==> src/hdl/bmpc_pkg.sv <==
// ----------------------------------------------------------------------------
// bmpc_pkg
// shared types, constants and helper functions of the bitmap store
// ----------------------------------------------------------------------------
package bmpc_pkg;

  localparam int MAX_BITS_DEF = 4096;
  localparam int WORD_W       = 64;
  localparam int LEN_W        = 13;  // vector length register
  localparam int CNT_W        = 13;  // ones count
  localparam int IDX_W        = 12;  // bit index field
  localparam int OP_W         = 3;
  localparam int IN_W         = 16;  // opcode, bit_index, fill_value
  localparam int OUT_W        = 24;  // 17 result bits padded to whole bytes

  localparam logic [OP_W-1:0] OP_TEST   = 3'd0;
  localparam logic [OP_W-1:0] OP_SET    = 3'd1;
  localparam logic [OP_W-1:0] OP_CLEAR  = 3'd2;
  localparam logic [OP_W-1:0] OP_TOGGLE = 3'd3;
  localparam logic [OP_W-1:0] OP_FILL   = 3'd4;

  // sweep unit status toward the top level
  typedef struct packed {
    logic busy;
    logic clearing;
    logic rd_en;
    logic wr_en;
    logic done;
  } sweep_status_t;

  // ones for the bits of word word_idx that lie below len
  function automatic logic [WORD_W-1:0] word_mask(input logic [31:0] word_idx,
                                                  input logic [31:0] len);
    logic [31:0] base;
    logic [31:0] rem;
    base = word_idx << 6;
    rem  = len - base;
    if (len <= base) begin
      return '0;
    end else if (rem >= 32'd64) begin
      return '1;
    end else begin
      return ~({WORD_W{1'b1}} << rem[5:0]);
    end
  endfunction

  // population count, per byte then summed
  function automatic logic [6:0] pop64(input logic [WORD_W-1:0] w);
    logic [3:0] bc [8];
    logic [6:0] s;
    s = '0;
    for (int b = 0; b < 8; b++) begin
      bc[b] = '0;
      for (int k = 0; k < 8; k++) begin
        bc[b] = bc[b] + 4'(w[b*8+k]);
      end
    end
    for (int b = 0; b < 8; b++) begin
      s = s + 7'(bc[b]);
    end
    return s;
  endfunction

endpackage

==> src/hdl/bmpc_sweep.sv <==
// ----------------------------------------------------------------------------
// bmpc_sweep
// walks every word of the store: clear after reset, pattern fill, or
// trim beyond the length with a recount of the ones
// ----------------------------------------------------------------------------
module bmpc_sweep #(
  parameter int WORDS  = bmpc_pkg::MAX_BITS_DEF / bmpc_pkg::WORD_W,
  parameter int ADDR_W = 6
) (
  input  logic                        clk,
  input  logic                        rst,
  input  logic                        start,
  input  logic                        start_trim,
  input  logic                        fill_bit,
  input  logic [bmpc_pkg::LEN_W-1:0]  len,
  input  logic [bmpc_pkg::WORD_W-1:0] rd_data,
  output bmpc_pkg::sweep_status_t     st,
  output logic [ADDR_W-1:0]           rd_addr,
  output logic [ADDR_W-1:0]           wr_addr,
  output logic [bmpc_pkg::WORD_W-1:0] wr_data,
  output logic [bmpc_pkg::CNT_W-1:0]  total
);

  logic                        busy;
  logic                        clr;
  logic                        trim;
  logic                        pat_one;
  logic                        rd_act;
  logic                        wr_pend;
  logic [ADDR_W-1:0]           idx;
  logic [ADDR_W-1:0]           wr_idx;
  logic [bmpc_pkg::CNT_W-1:0]  acc;
  logic [bmpc_pkg::WORD_W-1:0] masked;
  logic [6:0]                  masked_pop;
  logic                        last;

  assign last       = (idx == ADDR_W'(WORDS - 1));
  assign masked     = rd_data & bmpc_pkg::word_mask(32'(wr_idx), 32'(len));
  assign masked_pop = bmpc_pkg::pop64(masked);

  always_ff @(posedge clk) begin
    if (rst) begin
      busy    <= 1'b1;
      clr     <= 1'b1;
      trim    <= 1'b0;
      pat_one <= 1'b0;
      rd_act  <= 1'b0;
      wr_pend <= 1'b0;
      idx     <= '0;
      acc     <= '0;
    end else if (start) begin
      busy    <= 1'b1;
      clr     <= 1'b0;
      trim    <= start_trim;
      pat_one <= fill_bit;
      rd_act  <= start_trim;
      wr_pend <= 1'b0;
      idx     <= '0;
      acc     <= '0;
    end else if (busy) begin
      if (!trim) begin
        if (last) begin
          busy <= 1'b0;
          clr  <= 1'b0;
        end else begin
          idx <= idx + ADDR_W'(1);
        end
      end else begin
        // read stage
        if (rd_act) begin
          rd_act <= !last;
          if (!last) begin
            idx <= idx + ADDR_W'(1);
          end
        end
        wr_pend <= rd_act;
        wr_idx  <= idx;
        // mask, write back and count stage
        if (wr_pend) begin
          acc <= acc + bmpc_pkg::CNT_W'(masked_pop);
          if (!rd_act) begin
            busy <= 1'b0;
          end
        end
      end
    end
  end

  always_comb begin
    st.busy     = busy;
    st.clearing = busy && clr;
    st.rd_en    = busy && trim && rd_act;
    rd_addr     = idx;
    if (trim) begin
      st.wr_en = busy && wr_pend;
      wr_addr  = wr_idx;
      wr_data  = masked;
      st.done  = busy && wr_pend && !rd_act;
      total    = acc + bmpc_pkg::CNT_W'(masked_pop);
    end else begin
      st.wr_en = busy;
      wr_addr  = idx;
      wr_data  = pat_one ? bmpc_pkg::word_mask(32'(idx), 32'(len)) : '0;
      st.done  = busy && last;
      total    = pat_one ? bmpc_pkg::CNT_W'(len) : '0;
    end
  end

endmodule

==> src/hdl/bitmap_store_with_population_count.sv <==
// ----------------------------------------------------------------------------
// bitmap_store_with_population_count
// bit vector store with test, set, clear, toggle, fill and a running count
// ----------------------------------------------------------------------------
// The vector sits in one 64-bit-wide memory of (MAX_BITS+63)/64 words with
// a registered read. Test, set, clear and toggle take one word each and run
// at one word per cycle while the output and the sweep unit do not stall
// them: the word is read when the input word is taken, then modified,
// written back and loaded into the result register in the execute stage
// once the output is free, with the last written word forwarded when two
// operations in a row hit the same memory word. A fill walks the memory
// one word per cycle and holds the input until it is through. After reset
// a clearing pass zeros the memory; no input word is taken during it, while
// a length write is taken as usual. A length write trims every bit at or
// beyond the new length and recounts, one word per cycle, while input and
// further length writes wait. A length write offered in the same cycle as
// an input word goes first and the input word waits. A length above
// MAX_BITS acts as MAX_BITS. One result word per input word; a result
// waiting at the output does not stop the next input word from entering.
module bitmap_store_with_population_count #(
  parameter int MAX_BITS = bmpc_pkg::MAX_BITS_DEF
) (
  input  logic                        clk,
  input  logic                        rst,
  // input stream
  input  logic                        s_tvalid,
  output logic                        s_tready,
  input  logic [bmpc_pkg::IN_W-1:0]   s_tdata,   // opcode, bit_index, fill_value
  // result stream
  output logic                        m_tvalid,
  input  logic                        m_tready,
  output logic [bmpc_pkg::OUT_W-1:0]  m_tdata,   // old_bit, bit_changed,
                                                 // range_error, ones_count,
                                                 // any_set, zero pad
  // length register write
  input  logic                        cfg_valid,
  output logic                        cfg_ready,
  input  logic [bmpc_pkg::LEN_W-1:0]  cfg_data
);

  localparam int WORDS  = (MAX_BITS + bmpc_pkg::WORD_W - 1) / bmpc_pkg::WORD_W;
  localparam int ADDR_W = (WORDS > 1) ? $clog2(WORDS) : 1;

  // ---- storage -------------------------------------------------------------
  logic [bmpc_pkg::WORD_W-1:0] mem [WORDS];
  logic [bmpc_pkg::WORD_W-1:0] rd_data;
  logic                        mem_rd_en;
  logic [ADDR_W-1:0]           mem_rd_addr;
  logic                        mem_wr_en;
  logic [ADDR_W-1:0]           mem_wr_addr;
  logic [bmpc_pkg::WORD_W-1:0] mem_wr_data;

  // ---- control registers ---------------------------------------------------
  logic [bmpc_pkg::LEN_W-1:0]  len_used;
  logic [bmpc_pkg::CNT_W-1:0]  ones_total;

  // ---- execute stage (word read is in flight or done) ----------------------
  logic                        s1_valid;
  logic [bmpc_pkg::OP_W-1:0]   s1_op;
  logic [bmpc_pkg::IDX_W-1:0]  s1_idx;
  logic                        s1_fill;
  logic                        s1_fwd;
  logic [bmpc_pkg::WORD_W-1:0] s1_fwd_word;
  logic                        fill_started;

  // ---- sweep unit ----------------------------------------------------------
  bmpc_pkg::sweep_status_t     swp_st;
  logic                        swp_start;
  logic                        swp_trim;
  logic [ADDR_W-1:0]           swp_rd_addr;
  logic [ADDR_W-1:0]           swp_wr_addr;
  logic [bmpc_pkg::WORD_W-1:0] swp_wr_data;
  logic [bmpc_pkg::CNT_W-1:0]  swp_total;

  // ---- decode of the incoming word ----------------------------------------
  logic [bmpc_pkg::OP_W-1:0]   in_op;
  logic [bmpc_pkg::IDX_W-1:0]  in_idx;
  logic                        in_fill;
  logic [ADDR_W-1:0]           in_waddr;
  logic                        s_accept;
  logic                        cfg_accept;
  logic [bmpc_pkg::LEN_W-1:0]  cfg_len;

  // ---- execute stage logic ------------------------------------------------
  logic [bmpc_pkg::WORD_W-1:0] b_word;
  logic [bmpc_pkg::WORD_W-1:0] b_new_word;
  logic [ADDR_W-1:0]           b_waddr;
  logic                        b_old;
  logic                        b_nb;
  logic                        b_is_bit;
  logic                        b_err;
  logic                        b_chg;
  logic                        fill_go;
  logic                        out_free;
  logic                        s1_adv;
  logic                        item_wr;
  logic [bmpc_pkg::CNT_W-1:0]  ones_next;

  // ---- result register -----------------------------------------------------
  logic                        m_valid;
  logic                        r_old;
  logic                        r_chg;
  logic                        r_err;
  logic [bmpc_pkg::CNT_W-1:0]  r_count;

  assign in_op    = s_tdata[2:0];
  assign in_idx   = s_tdata[14:3];
  assign in_fill  = s_tdata[15];
  assign in_waddr = ADDR_W'(in_idx >> 6);

  // a length above the built-in maximum acts as the maximum
  assign cfg_len = (32'(cfg_data) > 32'(MAX_BITS)) ? bmpc_pkg::LEN_W'(MAX_BITS)
                                                   : cfg_data;

  // length writes are taken while nothing is in flight; during the clearing
  // pass the store is all zero anyway, so no trim is needed then
  assign cfg_ready  = !rst && !s1_valid && (!swp_st.busy || swp_st.clearing);
  assign cfg_accept = cfg_valid && cfg_ready;

  // ---- execute stage -------------------------------------------------------
  always_comb begin
    b_word   = s1_fwd ? s1_fwd_word : rd_data;
    b_old    = b_word[s1_idx[5:0]];
    b_waddr  = ADDR_W'(s1_idx >> 6);
    b_is_bit = (s1_op == bmpc_pkg::OP_TEST) || (s1_op == bmpc_pkg::OP_SET) ||
               (s1_op == bmpc_pkg::OP_CLEAR) || (s1_op == bmpc_pkg::OP_TOGGLE);
    if (b_is_bit) begin
      b_err = (len_used == '0) || ({1'b0, s1_idx} >= len_used);
    end else begin
      b_err = (s1_op == bmpc_pkg::OP_FILL) && (len_used == '0);
    end
    case (s1_op)
      bmpc_pkg::OP_SET:    b_nb = 1'b1;
      bmpc_pkg::OP_CLEAR:  b_nb = 1'b0;
      bmpc_pkg::OP_TOGGLE: b_nb = !b_old;
      default:             b_nb = b_old;
    endcase
    b_chg      = b_is_bit && !b_err && (b_nb != b_old);
    b_new_word = b_word;
    b_new_word[s1_idx[5:0]] = b_nb;
    if (b_chg) begin
      ones_next = b_nb ? ones_total + bmpc_pkg::CNT_W'(1)
                       : ones_total - bmpc_pkg::CNT_W'(1);
    end else begin
      ones_next = ones_total;
    end
  end

  // a fill with a nonzero length hands the memory to the sweep unit and
  // reports once the sweep is through
  assign fill_go  = s1_valid && (s1_op == bmpc_pkg::OP_FILL) && (len_used != '0);
  assign out_free = !m_valid || m_tready;
  assign s1_adv   = s1_valid && out_free && (!fill_go || (fill_started && !swp_st.busy));
  assign item_wr  = s1_adv && b_chg;

  // a length write taken in this cycle starts a trim if not clearing; input waits
  assign s_tready = !swp_st.busy && !cfg_accept && (!s1_valid || s1_adv);
  assign s_accept = s_tvalid && s_tready;

  assign swp_start = (fill_go && !fill_started) || (cfg_accept && !swp_st.busy);
  assign swp_trim  = !fill_go;

  bmpc_sweep #(
    .WORDS  (WORDS),
    .ADDR_W (ADDR_W)
  ) u_sweep (
    .clk        (clk),
    .rst        (rst),
    .start      (swp_start),
    .start_trim (swp_trim),
    .fill_bit   (s1_fill),
    .len        (len_used),
    .rd_data    (rd_data),
    .st         (swp_st),
    .rd_addr    (swp_rd_addr),
    .wr_addr    (swp_wr_addr),
    .wr_data    (swp_wr_data),
    .total      (swp_total)
  );

  // ---- memory port selection -----------------------------------------------
  always_comb begin
    if (swp_st.busy) begin
      mem_rd_en   = swp_st.rd_en;
      mem_rd_addr = swp_rd_addr;
      mem_wr_en   = swp_st.wr_en;
      mem_wr_addr = swp_wr_addr;
      mem_wr_data = swp_wr_data;
    end else begin
      mem_rd_en   = s_accept;
      mem_rd_addr = in_waddr;
      mem_wr_en   = item_wr;
      mem_wr_addr = b_waddr;
      mem_wr_data = b_new_word;
    end
  end

  always_ff @(posedge clk) begin
    if (mem_wr_en) begin
      mem[mem_wr_addr] <= mem_wr_data;
    end
    if (mem_rd_en) begin
      rd_data <= mem[mem_rd_addr];
    end
  end

  // ---- control state -------------------------------------------------------
  always_ff @(posedge clk) begin
    if (rst) begin
      len_used     <= '0;
      ones_total   <= '0;
      s1_valid     <= 1'b0;
      fill_started <= 1'b0;
      m_valid      <= 1'b0;
    end else begin
      if (cfg_accept) begin
        len_used <= cfg_len;
      end
      if (swp_st.done) begin
        ones_total <= swp_total;
      end else if (s1_adv) begin
        ones_total <= ones_next;
      end
      if (fill_go && !fill_started) begin
        fill_started <= 1'b1;
      end else if (s1_adv) begin
        fill_started <= 1'b0;
      end
      if (s_accept) begin
        s1_valid <= 1'b1;
      end else if (s1_adv) begin
        s1_valid <= 1'b0;
      end
      if (s1_adv) begin
        m_valid <= 1'b1;
      end else if (m_tready) begin
        m_valid <= 1'b0;
      end
    end
  end

  // ---- payload registers ---------------------------------------------------
  always_ff @(posedge clk) begin
    if (s_accept) begin
      s1_op       <= in_op;
      s1_idx      <= in_idx;
      s1_fill     <= in_fill;
      // same word written back in this cycle: memory returns the old word
      s1_fwd      <= item_wr && (b_waddr == in_waddr);
      s1_fwd_word <= b_new_word;
    end
    if (s1_adv) begin
      r_old   <= b_is_bit && !b_err && b_old;
      r_chg   <= b_chg;
      r_err   <= b_err;
      r_count <= ones_next;
    end
  end

  assign m_tvalid = m_valid;
  assign m_tdata  = {7'd0, (r_count != '0), r_count, r_err, r_chg, r_old};

`ifndef SYNTHESIS
  // no input word enters while the sweep owns the memory
  a_no_accept_in_sweep: assert property (@(posedge clk) disable iff (rst)
    s_accept |-> !swp_st.busy)
    else $error("input word taken during a sweep");

  // item write-back and sweep never compete for the write port
  a_single_writer: assert property (@(posedge clk) disable iff (rst)
    !(swp_st.wr_en && item_wr))
    else $error("item and sweep write in the same cycle");

  // the count never exceeds the bits in use once the store is settled
  a_count_bound: assert property (@(posedge clk) disable iff (rst)
    !swp_st.busy |-> (ones_total <= len_used))
    else $error("ones count above vector length");

  // a reset always starts the clearing pass
  a_clear_after_reset: assert property (@(posedge clk)
    $past(rst) && !rst |-> swp_st.clearing)
    else $error("no clearing pass after reset");

  // a changed bit moves the count by exactly one
  a_count_step: assert property (@(posedge clk) disable iff (rst)
    item_wr |=> (ones_total == $past(ones_next)))
    else $error("count not updated by a bit change");
`endif

endmodule

==> config.mk <==
export PLATFORM = sky130hd
export DESIGN_NAME = bitmap_store_with_population_count
export DESIGN_NICKNAME = d
export VERILOG_FILES = /design/src/hdl/bmpc_pkg.sv /design/src/hdl/bmpc_sweep.sv /design/src/hdl/bitmap_store_with_population_count.sv
export SDC_FILE = /design/constraint.sdc
export NUM_CORES = 2
export LEC_CHECK = 0
export BUFFER_PORTS_ARGS = -buffer_cell sky130_fd_sc_hd__buf_2
export CORE_ASPECT_RATIO = 0.5
export CORE_UTILIZATION = 49
export DETAILED_ROUTE_END_ITERATION = 12
export SYNTH_ARGS = -nofsm -noshare
export SYNTH_HDL_FRONTEND = slang
export SYNTH_HIERARCHICAL = 1
export SYNTH_SLANG_ARGS = --single-unit
export TNS_END_PERCENT = 100
==> constraint.sdc <==
create_clock -name clk -period 14.5 [get_ports clk]
set_input_delay 1.45 -clock clk [delete_from_list [all_inputs] [get_ports clk]]
set_output_delay 1.45 -clock clk [all_outputs]
set_load 0.01 [all_outputs]
==> qor.yml <==
synth:
  synth-seq-cells: 4317
  syn_inst: 8895
  synth_cell_types: 72
  async_flop_share_pct: 0
  ys_warn_count: 6
  synth_flop_cell: "edfxtp_1"
  synth_area_um2: 174000
  synth_edf_count: 4263
  yosysSeqAreaShare_pct: 74.4
  syn_area_per_cell_um2: 19.5
worst_setup_path:
  slowest_delay_ps: 550
  cp-start-kind: "register"
  required_ps: 15330
  slowest_stage: "fa_1"
  worstSetupEndpointType: "register"
  arrival_ps: 12980
  crit_fanout: 46
  critPathKind: "register to register"
  crit_top_cell: "fa_1"
routing:
  ant_nets: 0
  wl_per_cell_um: 38.1
  drc: 0
  firstDrtPassIters: 6
  num_vias: 94400
  drt-vias-per-instance: 6.71
  drtIter0Drc: 15000
  wl_mm: 537
global_routing:
  grt_max_degree: 120
  grtUsageTotal_pct: 29.7
  grt_pass1_wl_mm: 738
  grt_pass1_vias: 89700
  grt_overflow: 0
  antenna_found_initial: 47
min_path:
  hold_class: "register to register"
die:
  die_w_um: 844
  core_um2: 352000
  ioPinCount: 61
  fp.dieH_um: 423
  start_util_pct: 49.3
  rows: 154
  die_area_um2: 357000
clock_tree:
  ctsResizeCount: 0
  ctsHtreeMaxLevel: 5
  cts_tree: "yes"
  cts_sinks: 4317
  cts-root-buf: "clkbuf_16"
  numCtsBuffers: 380
  postCtsSetupBuffers: 0
  clk_pin_slew_ps: 60
  postCtsHoldBufs: 0
  clk_latency_ps: 970
  clockBufferDepth: 4
timing:
  tightestPinTransition_ps: 1360
  finalMaxSlewViolations: 0
  period_needed_ps: 12150
  finalHoldViolations: 0
  finClkSkew_ps: 92.1
  timing.final.ws_setup_ps: 2350
  setup_viol: 0
  timing.setup.tns_ps: 0
  max-slew-margin-rel_pct: 8.46
  rsz0062_at_grt: "false"
  max_freq_ghz: 0.0823
  finalCritPeriodShare_pct: 83.8
cells_and_area:
  utilization_pct: 54.8
  syn_to_final_growth_pct: 11.3
  final_common_cell: "edfxtp_1"
  layout_common_cells: "edfxtp_1, mux4_2, nand2_1"
  final_nets: 9235
  layout-drive-gt1-share_pct: 22.3
  final_area_um2: 193000
  layoutNonFillerInstCount: 14100
power:
  p_clk_share_pct: 40.9
  p_int_w: 0.0198
  p_sw_w: 0.00561
  seqPwrFrac_pct: 53.5
  power.leakage_nw: 70.0
  power.density_nw_per_um2: 132
  power_frac_comb_pct: 5.7
  p_sw_share_pct: 22.0
  ir_worst_vdd_v: 0.0000964
placement:
  routabilityCongestion: 0.918
  place_inst: 13400
  dp.final_hpwl_mm: 301
  io_buffers: 53
  placed_cell_area_um2: 181000
  pre_cts_ws_ps: 2370
outcome:
  outcome: "completed"
run:
  cap_viol_max_count: 0
-- stage by stage --
step,power (W),hold slack (ps)
2_1_floorplan,0.0148,438
3_3_place_gp,0.0153,467
3_5_place_dp,0.0153,468
4_1_cts,0.0255,477
5_1_grt,0.0261,505
6_report,0.0254,477
-- cells in the mapped netlist (18+ instances only) --
cell type	number	share of area, %
edfxtp_1	4263	74
mux4_2	1024	13
nand2_1	640	1.4
clkbuf_1	367	0.79
a211oi_1	328	1.4
and2_1	261	0.94
nor2_1	237	0.51
a21oi_1	201	0.58
buf_1	153	0.33
mux2i_1	150	0.87
a31oi_1	134	0.48
a311oi_1	128	0.65
inv_1	113	0.24
o21ai_0	109	0.31
ha_1	82	0.59
mux2_2	72	0.47
dfxtp_1	54	0.62
fa_1	50	0.58
nand3_1	48	0.14
o22ai_1	39	0.14
and3_1	35	0.13
xnor2_1	34	0.17
buf_2	31	0.089
o31ai_1	29	0.13
nor4_1	25	0.090
nor3_1	21	0.061
a32o_1	20	0.12
xor2_1	20	0.10
o311ai_0	19	0.096
nand4_1	18	0.065
o211ai_1	18	0.078
-- critical path, delay by kind of cell (launching register included) --
kind | cells | cell delay, ps
and+or+nand+nor | 5 | 1110
buffers and inverters | 10 | 980
DFF | 1 | 370
adders and majority gates | 17 | 7330
AOI/OAI and AO/OA | 8 | 1880
xor gates and xnor gates | 2 | 360
-- registers in the layout (all words and copies together) (netlist names), 12 cells and up --
name / flops
s1_idx: 12
r_count: 13
ones_total: 13
mem: 4096
rd_data: 64
len_used: 13
s1_fwd_word: 64
u_sweep/acc: 13
-- power by group through the flow --
stage	combinational [W]	sequential [W]	clock, W
final	0.00144	0.0136	0.0104
after global routing	0.00153	0.0136	0.0110
after CTS	0.00144	0.0136	0.0105
after detailed placement	0.00144	0.0139	0
after global placement	0.00145	0.0139	0
after floorplan	0.000937	0.0139	0
-- worst paths after layout --
check | start | slack, ps | depth (start not counted) | endpoint
setup / recovery | len_used[6] | 2350 | 42 | ones_total[12]
hold / removal | u_sweep/acc[5] | 480 | 2 | u_sweep/acc[5]
setup reg to reg | len_used[6] | 2350 | 42 | ones_total[12]
hold reg to reg | u_sweep/acc[5] | 480 | 2 | u_sweep/acc[5]
-- kinds of logic after synthesis --
group / share of synthesized area, %
flops: 74.4
simple gates: 3.60
mux: 14.6
compound gates: 4.37
buf+inv: 1.57
fa+ha+maj: 1.17
xor+xnor: 0.273
other cells: 0.00216
-- final cells by class --
class / count / area (µm²)
Clock inverter: 225 / 2470
Timing Repair Buffer: 360 / 2910
Antenna cell: 15 / 37.5
Multi-Input combinational cell: 3897 / 42400
Clock buffer: 462 / 9930
Tap cell: 4680 / 5860
Sequential cell: 4317 / 129000
Inverter: 113 / 424
Fill cell: 26800 / 159000
-- layer usage --
layer,track usage (%),routed length [µm]
met1,46.5,226000
met2,41.4,227000
met3,8.12,68700
met4,7.49,14500
met5,0,100
(Power assumes the default switching activity.)
